## src/hw/rtl/assert_macros.svh

```systemverilog
// Assertion macros for the decoder RTL; included by u8d_decode.
// Depends on a clock named clk and a reset named rst in the including module.
`ifndef ASSERT_MACROS_SVH
`define ASSERT_MACROS_SVH

// Check on every rising edge outside reset.
`define U8D_ASSERT(label, prop, msg) \
  label: assert property (@(posedge clk) disable iff (rst) (prop)) else $error(msg);

// Check on every rising edge, reset included.
`define U8D_ASSERT_ALWAYS(label, prop, msg) \
  label: assert property (@(posedge clk) (prop)) else $error(msg);

`endif

```

## src/hw/rtl/u8d_pkg.sv

```systemverilog
// Shared types, codes and byte constants for the UTF-8 decoder.
// No dependencies; used by every module of the decoder.
`timescale 1ns / 1ps

package u8d_pkg;

  typedef struct packed {
    logic [7:0] byte_in;
    logic       end_of_string;
  } u8d_byte_t;

  typedef struct packed {
    logic [30:0] code_point;
    logic [1:0]  status;
    logic        last_of_string;
  } u8d_result_t;

  // decode step output toward the result register
  typedef struct packed {
    logic        emit;
    u8d_result_t item;
  } u8d_step_t;

  localparam logic [1:0] STATUS_CHAR     = 2'd0;
  localparam logic [1:0] STATUS_ERROR    = 2'd1;
  localparam logic [1:0] STATUS_DROP_END = 2'd2;

  localparam logic [7:0] LEAD_2_MIN = 8'hC2;
  localparam logic [7:0] LEAD_3_MIN = 8'hE0;
  localparam logic [7:0] LEAD_4_MIN = 8'hF0;
  localparam logic [7:0] LEAD_5_MIN = 8'hF8;
  localparam logic [7:0] LEAD_6_MIN = 8'hFC;
  localparam logic [7:0] LEAD_BAD   = 8'hFE;

  localparam logic [7:0] SECOND_MIN_3 = 8'hA0;
  localparam logic [7:0] SECOND_MIN_4 = 8'h90;
  localparam logic [7:0] SECOND_MIN_5 = 8'h88;
  localparam logic [7:0] SECOND_MIN_6 = 8'h84;
  localparam logic [7:0] CONT_MIN     = 8'h80;

  // payload bits of a lead byte, by number of continuation bytes to follow
  function automatic logic [7:0] lead_mask(input logic [2:0] rem);
    logic [7:0] m;
    case (rem)
      3'd1:    m = 8'h1F;
      3'd2:    m = 8'h0F;
      3'd3:    m = 8'h07;
      3'd4:    m = 8'h03;
      3'd5:    m = 8'h01;
      default: m = 8'h3F;
    endcase
    return m;
  endfunction

  // lowest legal second byte after a lead that can be overlong
  function automatic logic [7:0] second_min(input logic [2:0] rem);
    logic [7:0] m;
    case (rem)
      3'd2:    m = SECOND_MIN_3;
      3'd3:    m = SECOND_MIN_4;
      3'd4:    m = SECOND_MIN_5;
      3'd5:    m = SECOND_MIN_6;
      default: m = CONT_MIN;
    endcase
    return m;
  endfunction

endpackage

```

## src/hw/rtl/utf8_to_code_point_decoder.sv

```systemverilog
// UTF-8 decoder, 1 to 6 byte forms: one byte in per cycle unless stalled, one code point
// per character. A taken byte waits in the input register and is decoded into the output
// register once that is free, and stays held while a stalled result waits there.
// Throughput: one byte per cycle unless stalled; a waiting result stalls a full input stage.
// Reset (rst, synchronous): empties both registers, clears the sequence state, stalls input.
// Depends on u8d_pkg, u8d_in_stage, u8d_decode, u8d_out_stage.
`timescale 1ns / 1ps

module utf8_to_code_point_decoder import u8d_pkg::*; (
  input  logic        clk,
  input  logic        rst,
  input  logic        byte_valid,
  output logic        byte_stall,
  input  u8d_byte_t   byte_data,
  output logic        cp_valid,
  input  logic        cp_stall,
  output u8d_result_t cp_data
);

  logic      held;
  logic      res_free;
  logic      fire;
  logic      take;
  u8d_byte_t item;
  u8d_step_t step;

  // the held byte moves on whenever the result register can take a transfer
  assign res_free   = !cp_valid || !cp_stall;
  assign fire       = held && res_free;
  assign byte_stall = rst || (held && !res_free);
  assign take       = byte_valid && !byte_stall;

  u8d_in_stage u_in (
    .clk       (clk),
    .rst       (rst),
    .take      (take),
    .fire      (fire),
    .byte_data (byte_data),
    .held      (held),
    .item      (item)
  );

  u8d_decode u_dec (
    .clk  (clk),
    .rst  (rst),
    .fire (fire),
    .item (item),
    .step (step)
  );

  u8d_out_stage u_out (
    .clk      (clk),
    .rst      (rst),
    .fire     (fire),
    .step     (step),
    .cp_stall (cp_stall),
    .cp_valid (cp_valid),
    .cp_data  (cp_data)
  );

endmodule

```

## src/hw/rtl/u8d_in_stage.sv

```systemverilog
// Input register of the UTF-8 decoder: holds one byte until decoded.
// Depends on u8d_pkg.
`timescale 1ns / 1ps

module u8d_in_stage import u8d_pkg::*; (
  input  logic      clk,
  input  logic      rst,
  input  logic      take,
  input  logic      fire,
  input  u8d_byte_t byte_data,
  output logic      held,
  output u8d_byte_t item
);

  always_ff @(posedge clk) begin
    if (rst) begin
      held <= 1'b0;
    end else if (take) begin
      held <= 1'b1;
    end else if (fire) begin
      held <= 1'b0;
    end
  end

  always_ff @(posedge clk) begin
    if (take) begin
      item <= byte_data;
    end
  end

endmodule

```

## src/hw/rtl/u8d_decode.sv

```systemverilog
// Decode step: sequence state registers and the per-byte update logic.
// Depends on u8d_pkg and assert_macros.svh.
`timescale 1ns / 1ps
`include "assert_macros.svh"

module u8d_decode import u8d_pkg::*; (
  input  logic      clk,
  input  logic      rst,
  input  logic      fire,
  input  u8d_byte_t item,
  output u8d_step_t step
);

  logic [2:0]  rem;
  logic [30:0] partial;
  logic        chk;
  logic        drop;

  logic [2:0]  rem_next;
  logic [30:0] partial_next;
  logic        chk_next;
  logic        drop_next;

  logic [7:0]  b;
  logic        last;
  logic [2:0]  lead_rem;
  logic        cont_ok;
  logic [30:0] shifted;
  logic [2:0]  rem_dec;

  logic        emit_now;
  logic        drop_end_now;
  logic        last_now;

  assign b       = item.byte_in;
  assign last    = item.end_of_string;
  assign shifted = {partial[24:0], b[5:0]};
  assign rem_dec = rem - 3'd1;

  always_comb begin
    case (b) inside
      [LEAD_2_MIN : LEAD_3_MIN - 8'd1]: lead_rem = 3'd1;
      [LEAD_3_MIN : LEAD_4_MIN - 8'd1]: lead_rem = 3'd2;
      [LEAD_4_MIN : LEAD_5_MIN - 8'd1]: lead_rem = 3'd3;
      [LEAD_5_MIN : LEAD_6_MIN - 8'd1]: lead_rem = 3'd4;
      [LEAD_6_MIN : LEAD_BAD - 8'd1]:   lead_rem = 3'd5;
      default:                          lead_rem = 3'd0;
    endcase
  end

  assign cont_ok = (b[7:6] == 2'b10) && !(chk && (b < second_min(rem)));

  always_comb begin
    rem_next     = rem;
    partial_next = partial;
    chk_next     = chk;
    drop_next    = drop;
    step         = '0;
    if (drop) begin
      if (last) begin
        drop_next                = 1'b0;
        step.emit                = 1'b1;
        step.item.status         = STATUS_DROP_END;
        step.item.last_of_string = 1'b1;
      end
    end else if (rem == 3'd0) begin
      if (!b[7]) begin
        step.emit                = 1'b1;
        step.item.code_point     = {23'd0, b};
        step.item.status         = STATUS_CHAR;
        step.item.last_of_string = last;
        if (last) begin
          partial_next = '0;
          chk_next     = 1'b0;
        end
      end else if (lead_rem == 3'd0 || last) begin
        // bad lead, or a lead cut off by the end of the string
        partial_next             = '0;
        chk_next                 = 1'b0;
        drop_next                = !last;
        step.emit                = 1'b1;
        step.item.status         = STATUS_ERROR;
        step.item.last_of_string = last;
      end else begin
        rem_next     = lead_rem;
        partial_next = {23'd0, b & lead_mask(lead_rem)};
        chk_next     = (b == LEAD_3_MIN) || (b == LEAD_4_MIN) ||
                       (b == LEAD_5_MIN) || (b == LEAD_6_MIN);
      end
    end else begin
      if (!cont_ok) begin
        rem_next                 = 3'd0;
        partial_next             = '0;
        chk_next                 = 1'b0;
        drop_next                = !last;
        step.emit                = 1'b1;
        step.item.status         = STATUS_ERROR;
        step.item.last_of_string = last;
      end else if (rem_dec == 3'd0) begin
        rem_next                 = 3'd0;
        partial_next             = '0;
        chk_next                 = 1'b0;
        step.emit                = 1'b1;
        step.item.code_point     = shifted;
        step.item.status         = STATUS_CHAR;
        step.item.last_of_string = last;
      end else if (last) begin
        // string ended inside a sequence
        rem_next                 = 3'd0;
        partial_next             = '0;
        chk_next                 = 1'b0;
        step.emit                = 1'b1;
        step.item.status         = STATUS_ERROR;
        step.item.last_of_string = 1'b1;
      end else begin
        rem_next     = rem_dec;
        partial_next = shifted;
        chk_next     = 1'b0;
      end
    end
  end

  always_ff @(posedge clk) begin
    if (rst) begin
      rem     <= 3'd0;
      partial <= '0;
      chk     <= 1'b0;
      drop    <= 1'b0;
    end else if (fire) begin
      rem     <= rem_next;
      partial <= partial_next;
      chk     <= chk_next;
      drop    <= drop_next;
    end
  end

  assign emit_now     = fire && step.emit;
  assign drop_end_now = emit_now && (step.item.status == STATUS_DROP_END);
  assign last_now     = emit_now && step.item.last_of_string;

  `U8D_ASSERT_ALWAYS(a_drop_no_seq, drop |-> (rem == 3'd0), "dropping inside a sequence")
  `U8D_ASSERT_ALWAYS(a_chk_range, chk |-> (rem >= 3'd2 && rem <= 3'd5), "overlong check w/o lead")
  `U8D_ASSERT(a_drop_end, drop_end_now |-> (drop && step.item.last_of_string), "stray drop end")
  `U8D_ASSERT(a_last_clears, last_now |=> (rem == 3'd0 && !drop && !chk), "state kept past end")

endmodule

```

## src/hw/rtl/u8d_out_stage.sv

```systemverilog
// Result register of the UTF-8 decoder; holds a result while stalled.
// Depends on u8d_pkg.
`timescale 1ns / 1ps

module u8d_out_stage import u8d_pkg::*; (
  input  logic        clk,
  input  logic        rst,
  input  logic        fire,
  input  u8d_step_t   step,
  input  logic        cp_stall,
  output logic        cp_valid,
  output u8d_result_t cp_data
);

  always_ff @(posedge clk) begin
    if (rst) begin
      cp_valid <= 1'b0;
    end else if (fire && step.emit) begin
      cp_valid <= 1'b1;
    end else if (!cp_stall) begin
      cp_valid <= 1'b0;
    end
  end

  always_ff @(posedge clk) begin
    if (fire && step.emit) begin
      cp_data <= step.item;
    end
  end

endmodule
```

## config.mk

```make
export PLATFORM = sky130hd
export DESIGN_NAME = utf8_to_code_point_decoder
export DESIGN_NICKNAME = d
export VERILOG_FILES = /design/src/hw/rtl/u8d_pkg.sv /design/src/hw/rtl/utf8_to_code_point_decoder.sv /design/src/hw/rtl/u8d_in_stage.sv /design/src/hw/rtl/u8d_decode.sv /design/src/hw/rtl/u8d_out_stage.sv
export VERILOG_INCLUDE_DIRS = /design/src /design/src/hw/rtl
export SDC_FILE = /design/constraint.sdc
export NUM_CORES = 1
export LEC_CHECK = 0
export BUFFER_PORTS_ARGS = -buffer_cell sky130_fd_sc_hd__buf_2
export CAP_MARGIN = 20
export CORE_ASPECT_RATIO = 1.4
export CORE_MARGIN = 5
export CORE_UTILIZATION = 36
export CTS_BUF_LIST = sky130_fd_sc_hd__clkbuf_16
export CTS_CLUSTER_DIAMETER = 200
export DETAILED_ROUTE_END_ITERATION = 7
export PLACE_DENSITY = 0.67
export SYNTH_ARGS = -nofsm -noshare
export SYNTH_HDL_FRONTEND = slang
export SYNTH_HIERARCHICAL = 1
export SYNTH_SLANG_ARGS = --single-unit
```

## constraint.sdc

```tcl
create_clock -name clk -period 4.4 [get_ports clk]
set_clock_uncertainty 0.2 [all_clocks]
set_input_delay 0.66 -clock clk [delete_from_list [all_inputs] [get_ports clk]]
set_output_delay 0.66 -clock clk [all_outputs]
set_load 0.005 [all_outputs]
```

### Word level (Yosys, flattened, before mapping)

Cells that the tools add are included.

* register bits after elaboration: 75
* logic and storage cells: 127
* input port bits: 13
* bits in latches: 0
* output and inout port bits: 36
* bits in read-only memories: 0
* memories: 0
* RAM bits: 0

* eq/ne operators: 18
* magnitude comparators: 11
* add/sub/neg operators: 1
* muxes and demuxes: 55
* divide/modulo/power cells: 0
* reductions and logical operators: 29
* shifts and indexed selects: 0
* bitwise gates (word level): 2
* multipliers: 0

Operators by type and width (number)
* 2-to-1 mux 25 bit: 6
* 2-to-1 mux 31 bit: 2
* 2-to-1 mux 3 bit: 16
* greater-or-equal comparator 8 bit (second input constant): 5
* <= comparator 8 bit (second input constant): 5
* 2-to-1 mux 8 bit: 5
* 2-to-1 mux 35 bit: 1
* equality test 8 bit (second input constant): 4
* one-hot mux 6 bit (5 select lines): 1
* one-hot mux 6 bit (4 select lines): 1
* 2-to-1 mux 1 bit: 20
* equality test 3 x 2 -> 1 bit (second input constant): 4
* equality test 3 bit (second input constant): 4
* logical AND 1 bit: 11
* zero test 3 bit: 3
* bitwise AND 8 bit: 1
* less-than comparator 8 bit: 1
* 2-to-1 mux 7 bit: 1
* zero test 1 bit: 6
* logical OR 1 bit: 6
* 2-to-1 mux 2 bit: 2
* != test 2 bit (second input constant): 2
* AND reduction 4 bit: 1
* equality test 3 x 1 -> 1 bit (second input constant): 1
* 7 further kinds: 7

### Longest topological paths before layout

Gate-level depths: netlist of the first run.

* depth in word-level cells: 17
* depth in mapped cells: 12
* depth with buffers taken out: 10

### Modules after synthesis

The synthesis of the first run kept the hierarchy.

Modules (own cells, without submodules)
* u8d_decode: cells each 232, times used 1, area an instance 1814.2 um2, sequential area each 600.6 um2
* u8d_out_stage: cells each 38, times used 1, area an instance 1059.8 um2, sequential area each 1041.0 um2
* u8d_in_stage: cells each 13, times used 1, area an instance 309.0 um2, sequential area each 290.3 um2
* utf8_to_code_point_decoder: cells each 4, times used 1, area an instance 26.3 um2, sequential area each 0.0 um2

### Worst setup path before layout of the first run

Ideal clock, no wire load.

* path kind: flip-flop to flip-flop
* start: reg u_dec.rem[0]
* end: reg u_out/cp_data[0] (netlist name)
* clock period less this slack: 3323 ps
* setup time: 376 ps
* slack: 1077 ps
* path buffers: 2
* required time: 3824 ps
* cell stages (with the launch flop): 12
* data arrival time: 2747 ps
* path through: dfxtp_1 -> inv_1 -> ha_1 -> nand2b_1 -> ha_1 -> or3b_1 -> and4b_1 -> and4_1 -> buf_2 -> buf_2 -> o31ai_1 -> and2_2

RTL lines
* start: declaration: RTL line u8d_decode.sv:14 `logic [2:0] rem;`
* start signal: assignment: RTL line u8d_decode.sv:130 `rem <= rem_next;`

==> results of run 1 <==
area by class of cell:
class / instances / area (sq um) / area share (%)
Sequential cell: 75 / 1930 / 50.1
Multi-Input combinational cell: 187 / 1170 / 30.4
Timing Repair Buffer: 52 / 270 / 7.01
Clock buffer: 9 / 225 / 5.84
Tap cell: 105 / 131 / 3.41
Clock inverter: 7 / 93.8 / 2.43
Inverter: 8 / 30.0 / 0.779
layout by cell type (no fill, tap or decap), types with 3 or more instances in the layout:
cell       count
buf_4          4
inv_1          9
o21ai_0        4
a21oi_1       26
dfxtp_1       32
nor2_1         5
a31oi_1        3
nor3_1         3
ha_1           9
edfxtp_1      43
nand3_1       23
nand2b_1       6
nand2_1       32
clkbuf_16      9
and2_1        30
buf_2         48
nor2b_1        3
logic make-up after synthesis:
kind of cell	synth area share (%)
and+or+nand+nor	20.1
xor gates and xnor gates	0.273
DFF	60.2
AOI/OAI and AO/OA	12.7
adders and majority gates	3.51
buffers and inverters	3.24
stage by stage:
step                      hold WS, ns  util, %  area (sq um)  power (mW)  cells
after detailed placement        0.239     40.9          3540       0.877    427
after CTS                       0.247     44.5          3860        1.65    443
after global placement          0.235     40.9          3540       0.875    427
final                           0.245     44.5          3860        1.62    443
after global routing            0.255     44.5          3860        1.68    443
after floorplan                 0.227        -          3210       0.840    287
sequential cells by signal, summed over array words and instances (netlist names):
| register | cells |
|---|---|
| u_out/cp_data | 34 |
| u_dec/partial | 25 |
| u_in/item | 9 |
| u_dec/rem | 3 |
| u_dec/chk | 1 |
| u_dec/drop | 1 |
| u_in/held | 1 |
| u_out/cp_valid | 1 |
tightest hold or removal path, delay by kind of cell (launching register included):
kind             cells  cell delay [ns]
AO/OA/AOI/OAI        1             0.05
flip-flops           1             0.30
AND/OR/NAND/NOR      1             0.05
cell usage after synthesis, drive strengths merged, types with 2 or more instances:
cell type,number,share of area [%]
edfxtp,43,40
dfxtp,32,20
nand2,32,3.7
and2,31,6.1
a21oi,27,4.3
nand3,23,3.6
clkbuf,10,1.2
ha,9,3.5
inv,8,0.94
buf,7,1.1
nand2b,7,1.4
nor2,6,0.78
o21ai,6,0.94
nor3,4,0.78
a31oi,3,0.58
nor2b,3,0.58
a221oi,2,0.55
a22o,2,0.55
a22oi,2,0.62
a31o,2,0.55
and4b,2,0.62
nor4,2,0.39
o2111a,2,0.70
o211ai,2,0.47
o221ai,2,1.1
power by group through the flow:
stage | Sequential, mW | Clock [mW] | Combinational [mW]
5_1_grt | 0.778 | 0.809 | 0.0944
6_report | 0.776 | 0.763 | 0.0843
3_5_place_dp | 0.791 | 0 | 0.0856
2_1_floorplan | 0.789 | 0 | 0.0505
3_3_place_gp | 0.791 | 0 | 0.0848
4_1_cts | 0.776 | 0.788 | 0.0859
layer usage:
layer | routed length (microns) | vias to the layer above | GRT usage [%]
met5 | 0 | - | 0
met4 | 242 | 0 | 8.22
met3 | 353 | 16 | 4.39
met2 | 3290 | 59 | 20.9
met1 | 2380 | 1048 | 11.8
li1 | - | 1131 | -
worst max path at each step:
stage / start / to / slack [ns]
finish: u_dec/rem[0] / u_out/cp_data[3] / 1.02
global route: u_dec/rem[0] / u_out/cp_data[13] / 0.73
CTS: u_dec/rem[0] / u_out/cp_data[3] / 1.01
detailed placement: u_dec/rem[0] / u_out/cp_data[7] / 1.03
global placement: u_dec/rem[0] / u_out/cp_data[5] / 1.15
floorplan: u_dec/rem[0] / u_out/cp_data[0] / 1.08
==> flow_metrics.py, run 1 <==
metrics = {
    "layout": {
        "nets": 355,
        "antenna_cells": 0,
        "synthToLayoutAreaGrowth_pct": 20.2,
        "layout-drive-gt1-share_pct": 22.5,
        "fillers": 838,
    },
    "setup_path": {
        "max_stage_delay_ns": 0.69,
        "end_kind": "flip-flop",
        "cp_num_cells": 9,
        "slowest_stage": "and2_2",
        "start_kind": "flip-flop",
        "cp_cell_sequence": "inv_1, ha_1, nand2b_1, ha_1, or3b_1, and4b_1, and4_1, o31ai_1, and2_2",
        "worstPathArrival_ns": 3.13,
        "cpMostUsedCell": "ha_1",
        "reg2reg_depth": 9,
        "critical_path_class": "flip-flop to flip-flop",
        "r2r_slack_ns": 1.02,
        "cp_top_family": "simple AND/OR/NAND/NOR gates",
        "crit_buf_inv": 1,
        "r2r_end": "u_out/cp_data[3]",
        "cp_max_fo": 34,
        "critPathRequiredTime_ns": 4.15,
        "r2r_start": "u_dec/rem[0]",
    },
    "sta": {
        "finalCriticalPeriod_ns": 3.38,
        "rsz0062_at_grt": "false",
        "fin_crit_sh_pct": 76.7,
        "hold_viol": 0,
        "tns_ns": 0,
        "tightest_slew_ns": 0.745,
        "maxSlewHeadroom_pct": 50.3,
        "fmax_mhz": 296,
        "setup_ws_ns": 1.02,
        "setup_violations": 0,
        "drv_slew": 0,
    },
    "detailed_routing": {
        "drc_errors": 0,
        "drtIter0Drc": 86,
        "ant_nets": 0,
        "vias_per_cell": 5.09,
        "finalWirelength_microns": 6270,
        "vias": 2254,
        "first_pass_iters": 4,
        "routedWlPerCell_microns": 14.2,
    },
    "clock_network": {
        "cts-resized-gates": 0,
        "ctsHoldBuffers": 0,
        "path_clk_slew_ns": 0.06,
        "worstSkewPairLatency_ns": 0.33,
        "htree_levels": 3,
        "cts_buffer_depth": 2,
        "cts_sinks": 75,
        "ctsRootBufferMaster": "clkbuf_16",
        "cts_made_buffers": 9,
        "cts_tree": "built",
        "cts_post_setup_buffers_inserted": 0,
    },
    "floorplan": {
        "fp.coreArea_sq_um": 8660,
        "fp.dieArea_sq_um": 10900,
        "rows": 40,
        "initial_core_util_pct": 37.1,
        "io_pins": 49,
        "die_y_microns": 122,
        "fp.dieW_microns": 89.8,
    },
    "global_routing": {
        "antenna_found_initial": 0,
        "grt_max_degree": 35,
        "grt_util_all_layers_pct": 12.0,
        "grt_overflow_total": 0,
        "grt_pass1_vias": 2254,
        "grt_pass1_wl_microns": 10600,
    },
    "placement": {
        "gp_congestion": 0.970,
        "numPortBuffers": 48,
        "dp_hpwl_microns": 4450,
        "pre_cts_ws_ns": 1.03,
    },
    "synthesis": {
        "ys_seq_area_share_pct": 60.2,
        "yosys_warnings": 6,
        "yosysUniqueCellTypes": 54,
        "syn_area_sq_um": 3210,
        "avgSynthCellArea_sq_um": 11.2,
        "syn_nets": 309,
        "ys_ff_latch": 75,
        "async_reset_ff_share_pct": 0,
        "ys.flop_type": "edfxtp_1",
        "synth_edf_count": 43,
        "postSynthCellCount": 287,
    },
    "power": {
        "clkPwrFrac_pct": 47.0,
        "swShare_pct": 20.6,
        "power_switching_mw": 0.334,
        "leakage_nw": 1.42,
        "internal-power_mw": 1.29,
        "ir_drop_mv": 0.221,
        "combPwrFrac_pct": 5.2,
        "power_density_nw_per_um2": 421,
        "sequentialPowerShare_pct": 47.8,
    },
    "status": {
        "outcome": "completed",
    },
    "min_path": {
        "min_from": "u_dec/partial[23]",
        "hold_depth": 2,
        "holdPathEnd": "u_dec/partial[23]",
        "hold_path_class": "flip-flop to flip-flop",
    },
    "run": {
        "cap_violations": 0,
    },
}
No activity file was read; power rests on OpenSTA's default activity.
==> run 2: changes to the inputs <==
PLACE_DENSITY = 0.69   (was 0.67)
clock period = 2.71 ns   (was 4.4 ns; I/O delays follow)
==> flow_metrics.py, run 2 (same netlist as run 1, synthesis figures left out) <==
metrics = {
    "status": {
        "outcome": "finished with violations",
        "violations": "negative setup slack",
    },
    "global_routing": {
        "met2_usage_pct": 25.5,
        "grt_pass1_vias": 2442,
        "grt_overflow_total": 0,
        "top_usage_layer": "met2",
        "grt_max_degree": 30,
        "grtUsageMet1_pct": 12.7,
        "grt_pass1_wl_microns": 11400,
        "antenna_found_initial": 0,
        "grt_util_all_layers_pct": 13.3,
        "met3_usage_pct": 4.14,
    },
    "layout": {
        "fillers": 788,
        "layout_commonest_cell": "buf_2",
        "post-route-util_pct": 49.1,
        "layout-drive-gt1-share_pct": 32.6,
        "layoutNonFillerInstCount": 479,
        "layout_common_cells": "buf_2 (48), edfxtp_1 (43), buf_4 (33), nand2_1 (32)",
        "largest_reg_flops": 34,
        "nets": 391,
        "synthToLayoutAreaGrowth_pct": 32.6,
        "antenna_cells": 0,
        "top_regs": "u_out/cp_data x34, u_dec/partial x25, u_in/item x9",
        "regMostFlops": "u_out/cp_data",
    },
    "detailed_routing": {
        "vias": 2444,
        "finalWirelength_microns": 7210,
        "vias_per_cell": 5.10,
        "routedWlPerCell_microns": 15.0,
        "ant_nets": 0,
        "first_pass_iters": 5,
        "drc_errors": 0,
        "drtIter0Drc": 107,
    },
    "floorplan": {
        "die_y_microns": 122,
        "fp.coreArea_sq_um": 8660,
        "initial_core_util_pct": 37.1,
        "rows": 40,
        "io_pins": 49,
        "fp.dieArea_sq_um": 10900,
        "fp.dieW_microns": 89.8,
    },
    "power": {
        "clkPwrFrac_pct": 46.1,
        "leakage_nw": 1.62,
        "swShare_pct": 21.0,
        "ir_drop_mv": 0.421,
        "sequentialPowerShare_pct": 46.3,
        "internal-power_mw": 2.14,
        "power_density_nw_per_um2": 637,
        "combPwrFrac_pct": 7.6,
        "p_total_mw": 2.71,
        "power_switching_mw": 0.570,
    },
    "placement": {
        "dp_hpwl_microns": 5110,
        "gp_congestion": 0.860,
        "numPortBuffers": 48,
        "place_inst": 454,
    },
    "sta": {
        "rsz0062_at_grt": "true",
        "setup_violations": 15,
        "tightest_slew_ns": 0.641,
        "drv_slew": 0,
        "tns_ns": -0.248,
        "fmax_mhz": 366,
        "hold_viol": 0,
        "finalCriticalPeriod_ns": 2.73,
        "setup_ws_ns": -0.0240,
        "maxSlewHeadroom_pct": 57.2,
        "whs_ns": 0.0512,
        "fin_crit_sh_pct": 101,
    },
    "setup_path": {
        "end_kind": "flip-flop",
        "r2r_slack_ns": -0.02,
        "start_kind": "flip-flop",
        "cp_top_family": "simple AND/OR/NAND/NOR gates",
        "crit_buf_inv": 3,
        "critPathRequiredTime_ns": 2.55,
        "slowest_stage": "or3b_4",
        "max_stage_delay_ns": 0.39,
        "cp_max_fo": 7,
        "worstPathArrival_ns": 2.57,
        "cp_cell_sequence": "inv_4, ha_4, nand2b_1, ha_1, or3b_4, and4b_1, and4_4, o31ai_4, and2_4, buf_6, buf_8",
        "critical_path_class": "flip-flop to flip-flop",
    },
    "clock_network": {
        "htree_levels": 3,
        "cts_buffer_depth": 2,
        "cts_tree": "built",
        "cts_made_buffers": 9,
        "worstSkewPairLatency_ns": 0.33,
        "ctsRootBufferMaster": "clkbuf_16",
        "ctsHoldBuffers": 0,
        "cts_sinks": 75,
        "path_clk_slew_ns": 0.06,
    },
    "min_path": {
        "hold_path_class": "input pin to flip-flop",
    },
    "run": {
        "cap_violations": 0,
    },
}
## run 2: cell count changes in the layout (fill, tap and decap cells not counted), moves of 2 or more
cell / delta
dfxtp_1: -2
buf_12: +2
dfxtp_2: +2
buf_4: +29
buf_6: +2
## run 2: path summary, 6_finish.rpt
check | start | to | cells past startpoint
worst max register to register | u_dec/rem[0] | u_out/cp_data[18] | 11
worst min-delay path | byte_data[6] | u_in/item[6] | 1
worst max-delay path | u_dec/rem[0] | u_out/cp_data[18] | 11
worst min register to register | u_dec/partial[23] | u_dec/partial[23] | 2
## run 2: routing by layer
layer  up-vias  part of all wire, %
met5         -                    0
met4         0                  2.2
met3        15                  3.9
met2        41                   57
met1      1178                   37
li1       1210                    -
## run 2: power groups by stage
stage	logic, mW	clock network, mW	registers (mW)
after global routing	0.224	1.32	1.26
final	0.205	1.25	1.26
after CTS	0.208	1.28	1.26
after floorplan	0.0855	0	1.28
after global placement	0.173	0	1.28
after detailed placement	0.175	0	1.28
## run 2: cell type report
class | count | area [sq um] | share of cell area, %
flip-flops and latches | 75 | 1930 | 45.5
inverters | 8 | 32.5 | 0.765
clock inverters | 7 | 92.6 | 2.18
clock buffers | 9 | 225 | 5.29
multi-input cells | 187 | 1220 | 28.7
well taps | 105 | 131 | 3.09
repair buffers | 88 | 618 | 14.5
## run 2: timing repair
item / CTS / global route
endpoints found under the setup margin: 63 / 64
pin swaps: 0 / 3
gates resized for setup: 11 / 7
cloned: 2 / 1
buffers inserted: 8 / 1
## run 2: per-stage QoR
stage               instance area (sq um)  setup slack [ns]
global route                         4250            -0.127
global placement                     3770            -0.266
CTS                                  4240            -0.123
detailed placement                   3770            -0.344
finish                               4250           -0.0240
floorplan                            3240            -0.228
## run 2: worst reg2reg max path, cell delays in order, from the launching register on
cell	delay, ns
dfxtp_2	0.33
inv_4	0.07
ha_4	0.12
nand2b_1	0.06
ha_1	0.27
or3b_4	0.39
and4b_1	0.20
and4_4	0.18
o31ai_4	0.18
and2_4	0.21
buf_6	0.12
buf_8	0.13
